<file path="src/hdl/adnp_pkg.sv">
// shared widths, character codes and si prefix decode for the decimal number parser
`timescale 1ns / 1ps

package adnp_pkg;

    localparam int ACC_W              = 64;  // significand width
    localparam int CH_W               = 8;   // character width
    localparam int SI_W               = 6;   // width of an si prefix power
    localparam int MAX_SIG_DIGITS_DEF = 19;
    localparam int EXP_FIELD_BITS_DEF = 12;

    localparam logic [CH_W-1:0] CH_NUL   = 8'h00;
    localparam logic [CH_W-1:0] CH_ZERO  = 8'h30;
    localparam logic [CH_W-1:0] CH_NINE  = 8'h39;
    localparam logic [CH_W-1:0] CH_MINUS = 8'h2d;
    localparam logic [CH_W-1:0] CH_PLUS  = 8'h2b;
    localparam logic [CH_W-1:0] CH_DOT   = 8'h2e;
    localparam logic [CH_W-1:0] CH_COMMA = 8'h2c;
    localparam logic [CH_W-1:0] CH_E_LO  = 8'h65;
    localparam logic [CH_W-1:0] CH_E_UP  = 8'h45;

    // power of ten of an si prefix letter, zero for anything else
    function automatic logic signed [SI_W-1:0] si_power(input logic [CH_W-1:0] c);
        logic signed [SI_W-1:0] p;
        begin
            case (c)
                8'h79:   p = -6'sd24; // y
                8'h7a:   p = -6'sd21; // z
                8'h61:   p = -6'sd18; // a
                8'h66:   p = -6'sd15; // f
                8'h70:   p = -6'sd12; // p
                8'h6e:   p = -6'sd9;  // n
                8'h75:   p = -6'sd6;  // u
                8'h6d:   p = -6'sd3;  // m
                8'h6b:   p = 6'sd3;   // k
                8'h4d:   p = 6'sd6;   // M
                8'h47:   p = 6'sd9;   // G
                8'h54:   p = 6'sd12;  // T
                8'h50:   p = 6'sd15;  // P
                8'h45:   p = 6'sd18;  // E
                8'h5a:   p = 6'sd21;  // Z
                8'h59:   p = 6'sd24;  // Y
                default: p = 6'sd0;
            endcase
            return p;
        end
    endfunction

endpackage

</file>
<file path="src/hdl/ascii_decimal_number_parser_core.sv">
// top level of the streaming ascii decimal number parser
`timescale 1ns / 1ps

// Streaming ASCII decimal number parser. One character enters per transaction
// on the slave side and a NUL character ends the string; only the NUL
// transaction yields a result on the master side, through the output register. Text is an
// optional '-', integer digits, an optional '.' or ',' with fraction digits,
// then either a lone si prefix letter (y..Y, E is exa) as the last character or
// e/E followed by an optionally signed exponent; other trailing text is
// ignored. Unless a flag is set the result is (-1)^negative * significand * 10^exponent.
// Throughput is one character per clock: every character is folded into the
// parse state by one digit multiply-add (shift-and-add by ten) and a small
// decode between the input transaction and the state registers. The result
// sits in an output register backed by one skid register, so characters keep
// flowing while a finished result waits; the input stalls only when both hold
// a result. Master tdata from bit 0 up: negative, significand (64),
// decimal_exponent (EXP_FIELD_BITS, signed), digits_dropped,
// exponent_saturated, zero fill to whole bytes.
module ascii_decimal_number_parser_core #(
    parameter int MAX_SIG_DIGITS = adnp_pkg::MAX_SIG_DIGITS_DEF,
    parameter int EXP_FIELD_BITS = adnp_pkg::EXP_FIELD_BITS_DEF,
    localparam int RAW_W = 3 + adnp_pkg::ACC_W + EXP_FIELD_BITS,
    localparam int OUT_W = ((RAW_W + 7) / 8) * 8
) (
    input  logic                      i_clk,
    input  logic                      i_rst_n,
    input  logic                      i_s_axis_tvalid,
    output logic                      o_s_axis_tready,
    input  logic [adnp_pkg::CH_W-1:0] i_s_axis_tdata,  // ch
    output logic                      o_m_axis_tvalid,
    input  logic                      i_m_axis_tready,
    // negative, significand, decimal_exponent, digits_dropped, exponent_saturated
    output logic [OUT_W-1:0]          o_m_axis_tdata
);

    localparam int ACC_W = adnp_pkg::ACC_W;
    localparam int CNT_W = $clog2(MAX_SIG_DIGITS + 1);
    localparam int SC_W  = EXP_FIELD_BITS + 2;   // running scale, +-2^E
    localparam int EV_W  = EXP_FIELD_BITS + 1;   // exponent digits, 0..2^E
    localparam int EM_W  = EXP_FIELD_BITS + 5;   // exponent digits times ten
    localparam int WK_W  = EXP_FIELD_BITS + 3;   // exponent sums before clamping
    localparam int LIM_I = 1 << EXP_FIELD_BITS;
    localparam int EMAX_I = (1 << (EXP_FIELD_BITS - 1)) - 1;
    localparam logic signed [WK_W-1:0] LIM  = WK_W'(LIM_I);
    localparam logic signed [WK_W-1:0] NLIM = -WK_W'(LIM_I);
    localparam logic signed [WK_W-1:0] EMAX = WK_W'(EMAX_I);
    localparam logic signed [WK_W-1:0] EMIN = -WK_W'(EMAX_I) - WK_W'(1);
    localparam logic [CNT_W-1:0] CNT_MAX = CNT_W'(MAX_SIG_DIGITS);

    typedef enum logic [2:0] {
        PH_START,
        PH_INT,
        PH_FRAC,
        PH_SUFFIX,
        PH_EXPDIG,
        PH_IGNORE
    } t_phase;

    // parse state
    t_phase                     r_phase,   n_phase;
    logic                       r_sign,    n_sign;
    logic [ACC_W-1:0]           r_acc,     n_acc;
    logic [CNT_W-1:0]           r_cnt,     n_cnt;
    logic signed [SC_W-1:0]     r_scale,   n_scale;
    logic [adnp_pkg::CH_W-1:0]  r_pend,    n_pend;
    logic                       r_eneg,    n_eneg;
    logic [EV_W-1:0]            r_ev,      n_ev;
    logic                       r_dropped, n_dropped;

    // output register and skid register
    logic                       r_out_valid, r_skid_valid;
    logic [RAW_W-1:0]           r_out_data,  r_skid_data;

    logic                       s_accept;
    logic                       s_emit;
    logic [adnp_pkg::CH_W-1:0]  s_ch;
    logic [3:0]                 s_dig;
    logic                       s_is_dig;
    logic [ACC_W-1:0]           s_acc_mac;
    logic [EM_W-1:0]            s_ev_mac;
    logic [EV_W-1:0]            s_ev_next;
    logic signed [WK_W-1:0]     s_scale_w;
    logic signed [WK_W-1:0]     s_ev_s;
    logic signed [WK_W-1:0]     s_scale_up;
    logic signed [WK_W-1:0]     s_scale_dn;
    logic signed [WK_W-1:0]     s_scale_si;
    logic signed [WK_W-1:0]     s_scale_fold;
    logic signed [WK_W-1:0]     s_fin;
    logic signed [WK_W-1:0]     s_fin_clip;
    logic                       s_sat;
    logic [RAW_W-1:0]           s_result;

    function automatic logic signed [WK_W-1:0] clamp_lim(input logic signed [WK_W-1:0] v);
        logic signed [WK_W-1:0] r;
        begin
            if (v > LIM) begin
                r = LIM;
            end else if (v < NLIM) begin
                r = NLIM;
            end else begin
                r = v;
            end
            return r;
        end
    endfunction

    // input stalls only while the skid register is occupied
    assign o_s_axis_tready = !r_skid_valid;
    assign s_accept        = i_s_axis_tvalid && o_s_axis_tready;
    assign s_ch            = i_s_axis_tdata;
    assign s_emit          = s_accept && (s_ch == adnp_pkg::CH_NUL);

    // arithmetic shared by the phases
    assign s_is_dig  = (s_ch >= adnp_pkg::CH_ZERO) && (s_ch <= adnp_pkg::CH_NINE);
    assign s_dig     = s_ch[3:0];
    assign s_acc_mac = (r_acc << 3) + (r_acc << 1) + ACC_W'(s_dig);
    assign s_ev_mac  = (EM_W'(r_ev) << 3) + (EM_W'(r_ev) << 1) + EM_W'(s_dig);
    assign s_ev_next = (s_ev_mac > EM_W'(LIM_I)) ? EV_W'(LIM_I) : s_ev_mac[EV_W-1:0];
    assign s_scale_w = WK_W'(r_scale);
    assign s_ev_s    = signed'(WK_W'(r_ev));
    assign s_scale_up   = clamp_lim(s_scale_w + WK_W'(1));
    assign s_scale_dn   = clamp_lim(s_scale_w - WK_W'(1));
    assign s_scale_si   = clamp_lim(s_scale_w + WK_W'(adnp_pkg::si_power(r_pend)));
    assign s_scale_fold = clamp_lim(s_scale_w + (r_eneg ? -s_ev_s : s_ev_s));

    // final exponent for a NUL in the current phase, then clipped to the field
    always_comb begin
        case (r_phase)
            PH_SUFFIX: s_fin = s_scale_si;
            PH_EXPDIG: s_fin = s_scale_fold;
            default:   s_fin = s_scale_w;
        endcase
        s_sat = 1'b0;
        if (s_fin > EMAX) begin
            s_fin_clip = EMAX;
            s_sat      = 1'b1;
        end else if (s_fin < EMIN) begin
            s_fin_clip = EMIN;
            s_sat      = 1'b1;
        end else begin
            s_fin_clip = s_fin;
        end
    end

    assign s_result = {s_sat, r_dropped, s_fin_clip[EXP_FIELD_BITS-1:0], r_acc, r_sign};

    // next parse state for one accepted character
    always_comb begin
        n_phase   = r_phase;
        n_sign    = r_sign;
        n_acc     = r_acc;
        n_cnt     = r_cnt;
        n_scale   = r_scale;
        n_pend    = r_pend;
        n_eneg    = r_eneg;
        n_ev      = r_ev;
        n_dropped = r_dropped;

        if (s_emit) begin
            // a finished string returns everything to its idle values
            n_phase   = PH_START;
            n_sign    = 1'b0;
            n_acc     = '0;
            n_cnt     = '0;
            n_scale   = '0;
            n_pend    = '0;
            n_eneg    = 1'b0;
            n_ev      = '0;
            n_dropped = 1'b0;
        end else if (s_accept) begin
            unique case (r_phase)
                PH_START, PH_INT, PH_FRAC: begin
                    if (r_phase == PH_START) begin
                        n_phase = PH_INT;
                    end
                    if ((r_phase == PH_START) && (s_ch == adnp_pkg::CH_MINUS)) begin
                        n_sign = 1'b1;
                    end else if (s_is_dig && (r_phase == PH_FRAC)) begin
                        // fraction digit: leading zeros only lower the exponent
                        if (r_cnt < CNT_MAX) begin
                            if (!((r_acc == '0) && (s_dig == 4'd0))) begin
                                n_acc = s_acc_mac;
                                n_cnt = r_cnt + CNT_W'(1);
                            end
                            n_scale = s_scale_dn[SC_W-1:0];
                        end else if (s_dig != 4'd0) begin
                            n_dropped = 1'b1;
                        end
                    end else if (s_is_dig) begin
                        // integer digit: excess digits raise the exponent
                        if (!((r_acc == '0) && (s_dig == 4'd0))) begin
                            if (r_cnt < CNT_MAX) begin
                                n_acc = s_acc_mac;
                                n_cnt = r_cnt + CNT_W'(1);
                            end else begin
                                n_scale = s_scale_up[SC_W-1:0];
                                if (s_dig != 4'd0) begin
                                    n_dropped = 1'b1;
                                end
                            end
                        end
                    end else if ((r_phase != PH_FRAC) &&
                                 ((s_ch == adnp_pkg::CH_DOT) || (s_ch == adnp_pkg::CH_COMMA))) begin
                        n_phase = PH_FRAC;
                    end else begin
                        n_pend  = s_ch;
                        n_phase = PH_SUFFIX;
                    end
                end
                PH_SUFFIX: begin
                    // more text after the suffix: only e/E opens an exponent
                    if ((r_pend == adnp_pkg::CH_E_LO) || (r_pend == adnp_pkg::CH_E_UP)) begin
                        n_phase = PH_EXPDIG;
                        if (s_ch == adnp_pkg::CH_MINUS) begin
                            n_eneg = 1'b1;
                        end else if (s_is_dig) begin
                            n_ev = s_ev_next;
                        end else if (s_ch != adnp_pkg::CH_PLUS) begin
                            n_phase = PH_IGNORE;
                        end
                    end else begin
                        n_phase = PH_IGNORE;
                    end
                end
                PH_EXPDIG: begin
                    if (s_is_dig) begin
                        n_ev = s_ev_next;
                    end else begin
                        n_scale = s_scale_fold[SC_W-1:0];
                        n_ev    = '0;
                        n_eneg  = 1'b0;
                        n_phase = PH_IGNORE;
                    end
                end
                default: begin
                    n_phase = PH_IGNORE;
                end
            endcase
        end
    end

    always_ff @(posedge i_clk) begin
        if (!i_rst_n) begin
            r_phase   <= PH_START;
            r_sign    <= 1'b0;
            r_acc     <= '0;
            r_cnt     <= '0;
            r_scale   <= '0;
            r_pend    <= '0;
            r_eneg    <= 1'b0;
            r_ev      <= '0;
            r_dropped <= 1'b0;
        end else begin
            r_phase   <= n_phase;
            r_sign    <= n_sign;
            r_acc     <= n_acc;
            r_cnt     <= n_cnt;
            r_scale   <= n_scale;
            r_pend    <= n_pend;
            r_eneg    <= n_eneg;
            r_ev      <= n_ev;
            r_dropped <= n_dropped;
        end
    end

    // output register with skid: a result landing on a stalled output waits in skid
    always_ff @(posedge i_clk) begin
        if (!i_rst_n) begin
            r_out_valid  <= 1'b0;
            r_skid_valid <= 1'b0;
        end else if (r_out_valid && !i_m_axis_tready) begin
            if (s_emit) begin
                r_skid_valid <= 1'b1;
            end
        end else if (r_skid_valid) begin
            r_out_valid  <= 1'b1;
            r_skid_valid <= 1'b0;
        end else begin
            r_out_valid <= s_emit;
        end
    end

    always_ff @(posedge i_clk) begin
        if (r_out_valid && !i_m_axis_tready) begin
            if (s_emit) begin
                r_skid_data <= s_result;
            end
        end else if (r_skid_valid) begin
            r_out_data <= r_skid_data;
        end else if (s_emit) begin
            r_out_data <= s_result;
        end
    end

    assign o_m_axis_tvalid = r_out_valid;
    assign o_m_axis_tdata  = OUT_W'(r_out_data);

    // skid register is only ever filled behind a full output register
    a_skid_behind_out : assert property (@(posedge i_clk) disable iff (!i_rst_n)
        r_skid_valid |-> r_out_valid)
        else $error("skid register holds a result while the output register is empty");

    // a NUL character always restarts the parse
    a_nul_restarts : assert property (@(posedge i_clk) disable iff (!i_rst_n)
        s_emit |=> (r_phase == PH_START) && (r_acc == '0) && (r_scale == '0))
        else $error("parse state not cleared after end of string");

    // kept digit count never exceeds the limit
    a_cnt_bound : assert property (@(posedge i_clk) disable iff (!i_rst_n)
        r_cnt <= CNT_MAX)
        else $error("kept digit count beyond limit");

    // accumulator is zero exactly while no significant digit is kept
    a_acc_cnt : assert property (@(posedge i_clk) disable iff (!i_rst_n)
        (r_cnt == '0) == (r_acc == '0))
        else $error("accumulator and digit count disagree");

endmodule

</file>
<file path="config.mk">
export PLATFORM = sky130hd
export DESIGN_NAME = ascii_decimal_number_parser_core
export DESIGN_NICKNAME = d
export VERILOG_FILES = /design/src/hdl/adnp_pkg.sv /design/src/hdl/ascii_decimal_number_parser_core.sv
export SDC_FILE = /design/constraint.sdc
export NUM_CORES = 1
export LEC_CHECK = 0
export BUFFER_PORTS_ARGS = -buffer_cell sky130_fd_sc_hd__buf_2
export CORE_MARGIN = 5
export CORE_UTILIZATION = 63
export CTS_CLUSTER_DIAMETER = 30
export DETAILED_ROUTE_END_ITERATION = 10
export GPL_ROUTABILITY_DRIVEN = 0
export PLACE_DENSITY = 0.81
export SYNTH_ARGS = -nofsm -noshare
export SYNTH_HDL_FRONTEND = slang
export SYNTH_SLANG_ARGS = --single-unit
export TNS_END_PERCENT = 50
</file>
<file path="constraint.sdc">
create_clock -name i_clk -period 6.9 [get_ports i_clk]
set_input_delay 0 -clock i_clk [delete_from_list [all_inputs] [get_ports i_clk]]
set_output_delay 0 -clock i_clk [all_outputs]
set_load 0.1 [all_outputs]
</file>
==> results.py <==
metrics = {
    "setup_path": {
        "r2r-end": "r_out_data[65]$_DFFE_PP_",
        "cp.required_ns": 7.29,
        "crit_path_start": "r_pend[5]$_SDFFE_PP0P_",
        "cp_data_arrival_time_ns": 5.45,
        "cp_slowest_cell": "dfxtp_1",
        "path_delay_family": "compound AO/OA/AOI/OAI gates",
        "end_kind": "flip-flop",
        "crit_type": "reg2reg",
        "path_cells": "nor2b_1, nand2_1, o32a_1, o21ai_0, ha_1, a211oi_1, o211ai_1, a31oi_1, nand2b_1, mux2i_1, a211oi_1, o211ai_1, a31oi_4, o21ai_0, o211ai_1",
        "crit_top_cell": "o211ai_1",
        "regToRegSetupSlack_ns": 1.84,
        "slowest_delay_ns": 0.64,
        "path_buf_inv": 0,
        "r2r_cells": 15,
        "r2r_start": "r_pend[5]$_SDFFE_PP0P_",
        "cp-start-kind": "flip-flop",
        "worstPathMaxFanout": 19,
    },
    "clocking": {
        "clk_pin_slew_ns": 0.06,
        "ctsHtreeMaxLevel": 2,
        "clk_latency_ns": 0.56,
        "cts_hold_buf": 12,
        "cts_tree": "yes",
        "cts_sinks": 270,
        "tritoncts.num_buffers": 56,
        "cts_root_buffer": "clkbuf_16",
        "cts_resized": 0,
        "post_cts_buffers": 0,
        "clock_path_buffers": 3,
    },
    "timing": {
        "tns_ns": 0,
        "finalCritPeriodShare_pct": 73.28,
        "worstMarginPinSlew_ns": 1.141,
        "final_max_slew_viol_count": 0,
        "fin_skew_ns": 0.02242,
        "min_period_ns": 5.056,
        "clock.fmax_ghz": 0.1978,
        "setup_violations": 0,
        "relSlewSlack_pct": 23.92,
        "rsz0062_at_grt": "no",
        "hold_viol_final": 0,
    },
    "synthesis": {
        "synth_edf_count": 158,
        "synth-seq-area-share_pct": 36.85,
        "ys_types": 95,
        "syn_nets": 2256,
        "ys_warn_count": 0,
        "synth_ff_type": "edfxtp_1",
        "synth_seq_cells": 270,
        "yosys-top-cells-area": "edfxtp_1 25%, ha_1 12%, dfxtp_1 12%, nand2_1 4.7%, a21oi_1 4.6%",
        "synth_top_cell_by_area": "edfxtp_1",
        "synth_area_um2": 18960,
        "async_flop_share_pct": 0,
        "netlist_instances": 2058,
        "yosys.area.top_type_share_pct": 25.02,
        "avgSynthCellArea_um2": 9.213,
    },
    "hold_path": {
        "hold_path.startpoint": "i_rst_n",
        "hp-class": "in2reg",
        "min_to": "r_skid_valid$_SDFFE_PN0P_",
        "whs_path_depth": 3,
    },
    "job": {
        "cap_violations": 0,
    },
    "floorplan": {
        "core_um2": 29640,
        "die_x_um": 183.5,
        "fp.dieH_um": 183.5,
        "initial_core_util_pct": 63.97,
        "num_io_pins": 94,
        "num_rows": 63,
        "die_area_um2": 33660,
    },
    "cells_and_area": {
        "drive_above_1_share_pct": 14.57,
        "syn2layout_area_growth_pct": 13.90,
        "n_antenna_cell": 0,
        "final_nets": 2319,
    },
    "routing": {
        "routed-via-count": 16880,
        "finalWirelength_um": 50110,
        "ant_nets": 0,
        "drc": 0,
        "drt_pass1_iterations": 5,
        "wl_per_cell_um": 19.58,
        "first_iter_violations": 2033,
        "viasPerCell": 6.596,
    },
    "grt": {
        "grt_first_pass_wirelength_um": 81250,
        "overflow": 0,
        "gr-usage-all-layers_pct": 28.92,
        "grt_pass1_vias": 16020,
        "antenna_found_initial": 0,
        "grt_max_degree": 76,
    },
    "place": {
        "io_buffers": 92,
        "post-dp-hpwl_um": 34250,
    },
    "pwr": {
        "finalPower_mw": 4.540,
        "p_per_area_nw_per_um2": 210.2,
        "leakagePower_nw": 8.934,
        "vdd_drop_max_mv": 0.1807,
    },
    "outcome": {
        "outcome": "completed",
    },
}
==> through the flow <==
step | instances | util (%) | setup WS, ns | hold WS [ns] | area (um2)
floorplan | 2058 | - | 1.223 | 0.1439 | 18960
global placement | 2441 | 65.96 | 2.297 | 0.2918 | 19550
detailed placement | 2441 | 65.96 | 1.994 | 0.2919 | 19550
CTS | 2559 | 72.86 | 1.915 | 0.2470 | 21590
global route | 2559 | 72.86 | 1.383 | 0.2929 | 21590
finish | 2559 | 72.86 | 1.844 | 0.2772 | 21590
==> worst max-delay path by stage <==
stage	endpoint	depth (start not counted)
5_1_grt	r_out_data[65]$_DFFE_PP_	15
2_1_floorplan	r_out_data[0]$_DFFE_PP_	6
3_3_place_gp	r_out_data[69]$_DFFE_PP_	16
6_report	r_out_data[65]$_DFFE_PP_	15
3_5_place_dp	r_out_data[72]$_DFFE_PP_	15
4_1_cts	r_out_data[65]$_DFFE_PP_	15
==> metal layers <==
| metal | global-route usage (%) | part of all wire [%] | routed length, um | vias to the layer above |
|---|---|---|---|---|
| met5 | 0 | 0 | 0 | - |
| met4 | 9.982 | 3.2 | 1624 | 0 |
| li1 | - | - | - | 7911 |
| met1 | 40.82 | 43 | 21700 | 7980 |
| met2 | 45.04 | 44 | 22240 | 838 |
| met3 | 5.342 | 9.1 | 4542 | 150 |
==> logic make-up (layout without fill, tap and decap cells) <==
logic type	count (synthesis)	in the layout	share of synthesized area [%]
buffers and inverters	159	270	3.452
AND/OR/NAND/NOR	688	688	17.76
XOR/XNOR	96	96	4.474
flip-flops	270	270	36.85
other	1	1	0.01978
multiplexers	83	83	4.837
AO/OA/AOI/OAI	575	575	20.10
adder cells (fa/ha/maj)	186	186	12.51
==> registers in the layout, indices dropped and copies added (netlist names), 3 cells and up <==
register,count
r_cnt,5
r_phase,3
r_acc,64
r_out_data,79
r_scale,14
r_skid_data,79
r_pend,8
r_ev,13
==> where the power goes <==
| part | internal, mW | total, mW | switching, mW | leakage [nW] |
|---|---|---|---|---|
| Combinational | 0.0369 | 0.115 | 0.0779 | 5.70 |
| Clock | 1.77 | 2.71 | 0.947 | 0.922 |
| Sequential | 1.70 | 1.71 | 0.0165 | 2.32 |
| Total | 3.50 | 4.54 | 1.04 | 8.93 |
==> synthesized netlist by cell type, drive strengths merged, types with 10 or more instances <==
| master | count |
|---|---|
| nor2 | 135 |
| mux2i | 14 |
| mux2 | 69 |
| nand2b | 22 |
| clkbuf | 78 |
| nand3 | 60 |
| o21ai | 118 |
| a21oi | 174 |
| inv | 49 |
| xor2 | 21 |
| nor2b | 15 |
| buf | 32 |
| or3 | 10 |
| o21a | 14 |
| xnor2 | 75 |
| a31oi | 28 |
| o211ai | 42 |
| a211oi | 20 |
| dfxtp | 112 |
| o31ai | 15 |
| edfxtp | 158 |
| nor3 | 46 |
| nor4 | 43 |
| a221o | 10 |
| ha | 180 |
| a21o | 44 |
| o21bai | 22 |
| nand2 | 239 |
| and3 | 20 |
| a22o | 14 |
| nand4 | 43 |
==> layout by cell type, fill, tap and decap left out, types with 69 or more instances in the layout <==
| master | n |
|---|---|
| buf_2 | 92 |
| nand2_1 | 237 |
| edfxtp_1 | 158 |
| o21ai_0 | 113 |
| dfxtp_1 | 111 |
| a21oi_1 | 173 |
| mux2_2 | 69 |
| xnor2_1 | 74 |
| nor2_1 | 132 |
| ha_1 | 180 |
==> worst reg2reg max path, cell delays in order, from the launching register on <==
cell and delay, ns:
dfxtp_1 0.64, nor2b_1 0.34, nand2_1 0.12, o32a_1 0.37, o21ai_0 0.38, ha_1 0.32, a211oi_1 0.33, o211ai_1 0.20
a31oi_1 0.35, nand2b_1 0.23, mux2i_1 0.10, a211oi_1 0.40, o211ai_1 0.22, a31oi_4 0.44, o21ai_0 0.24, o211ai_1 0.22
==> layout make-up <==
type | count | area, um2
clock buffer | 63 | 1449
clock inverter | 43 | 476.7
fill | 2131 | 8044
inverter | 49 | 183.9
multi-input combinational | 1629 | 11340
sequential | 270 | 6990
tap | 390 | 488.0
timing repair buffer | 115 | 663.1
Power figures use the tool's default switching activity.
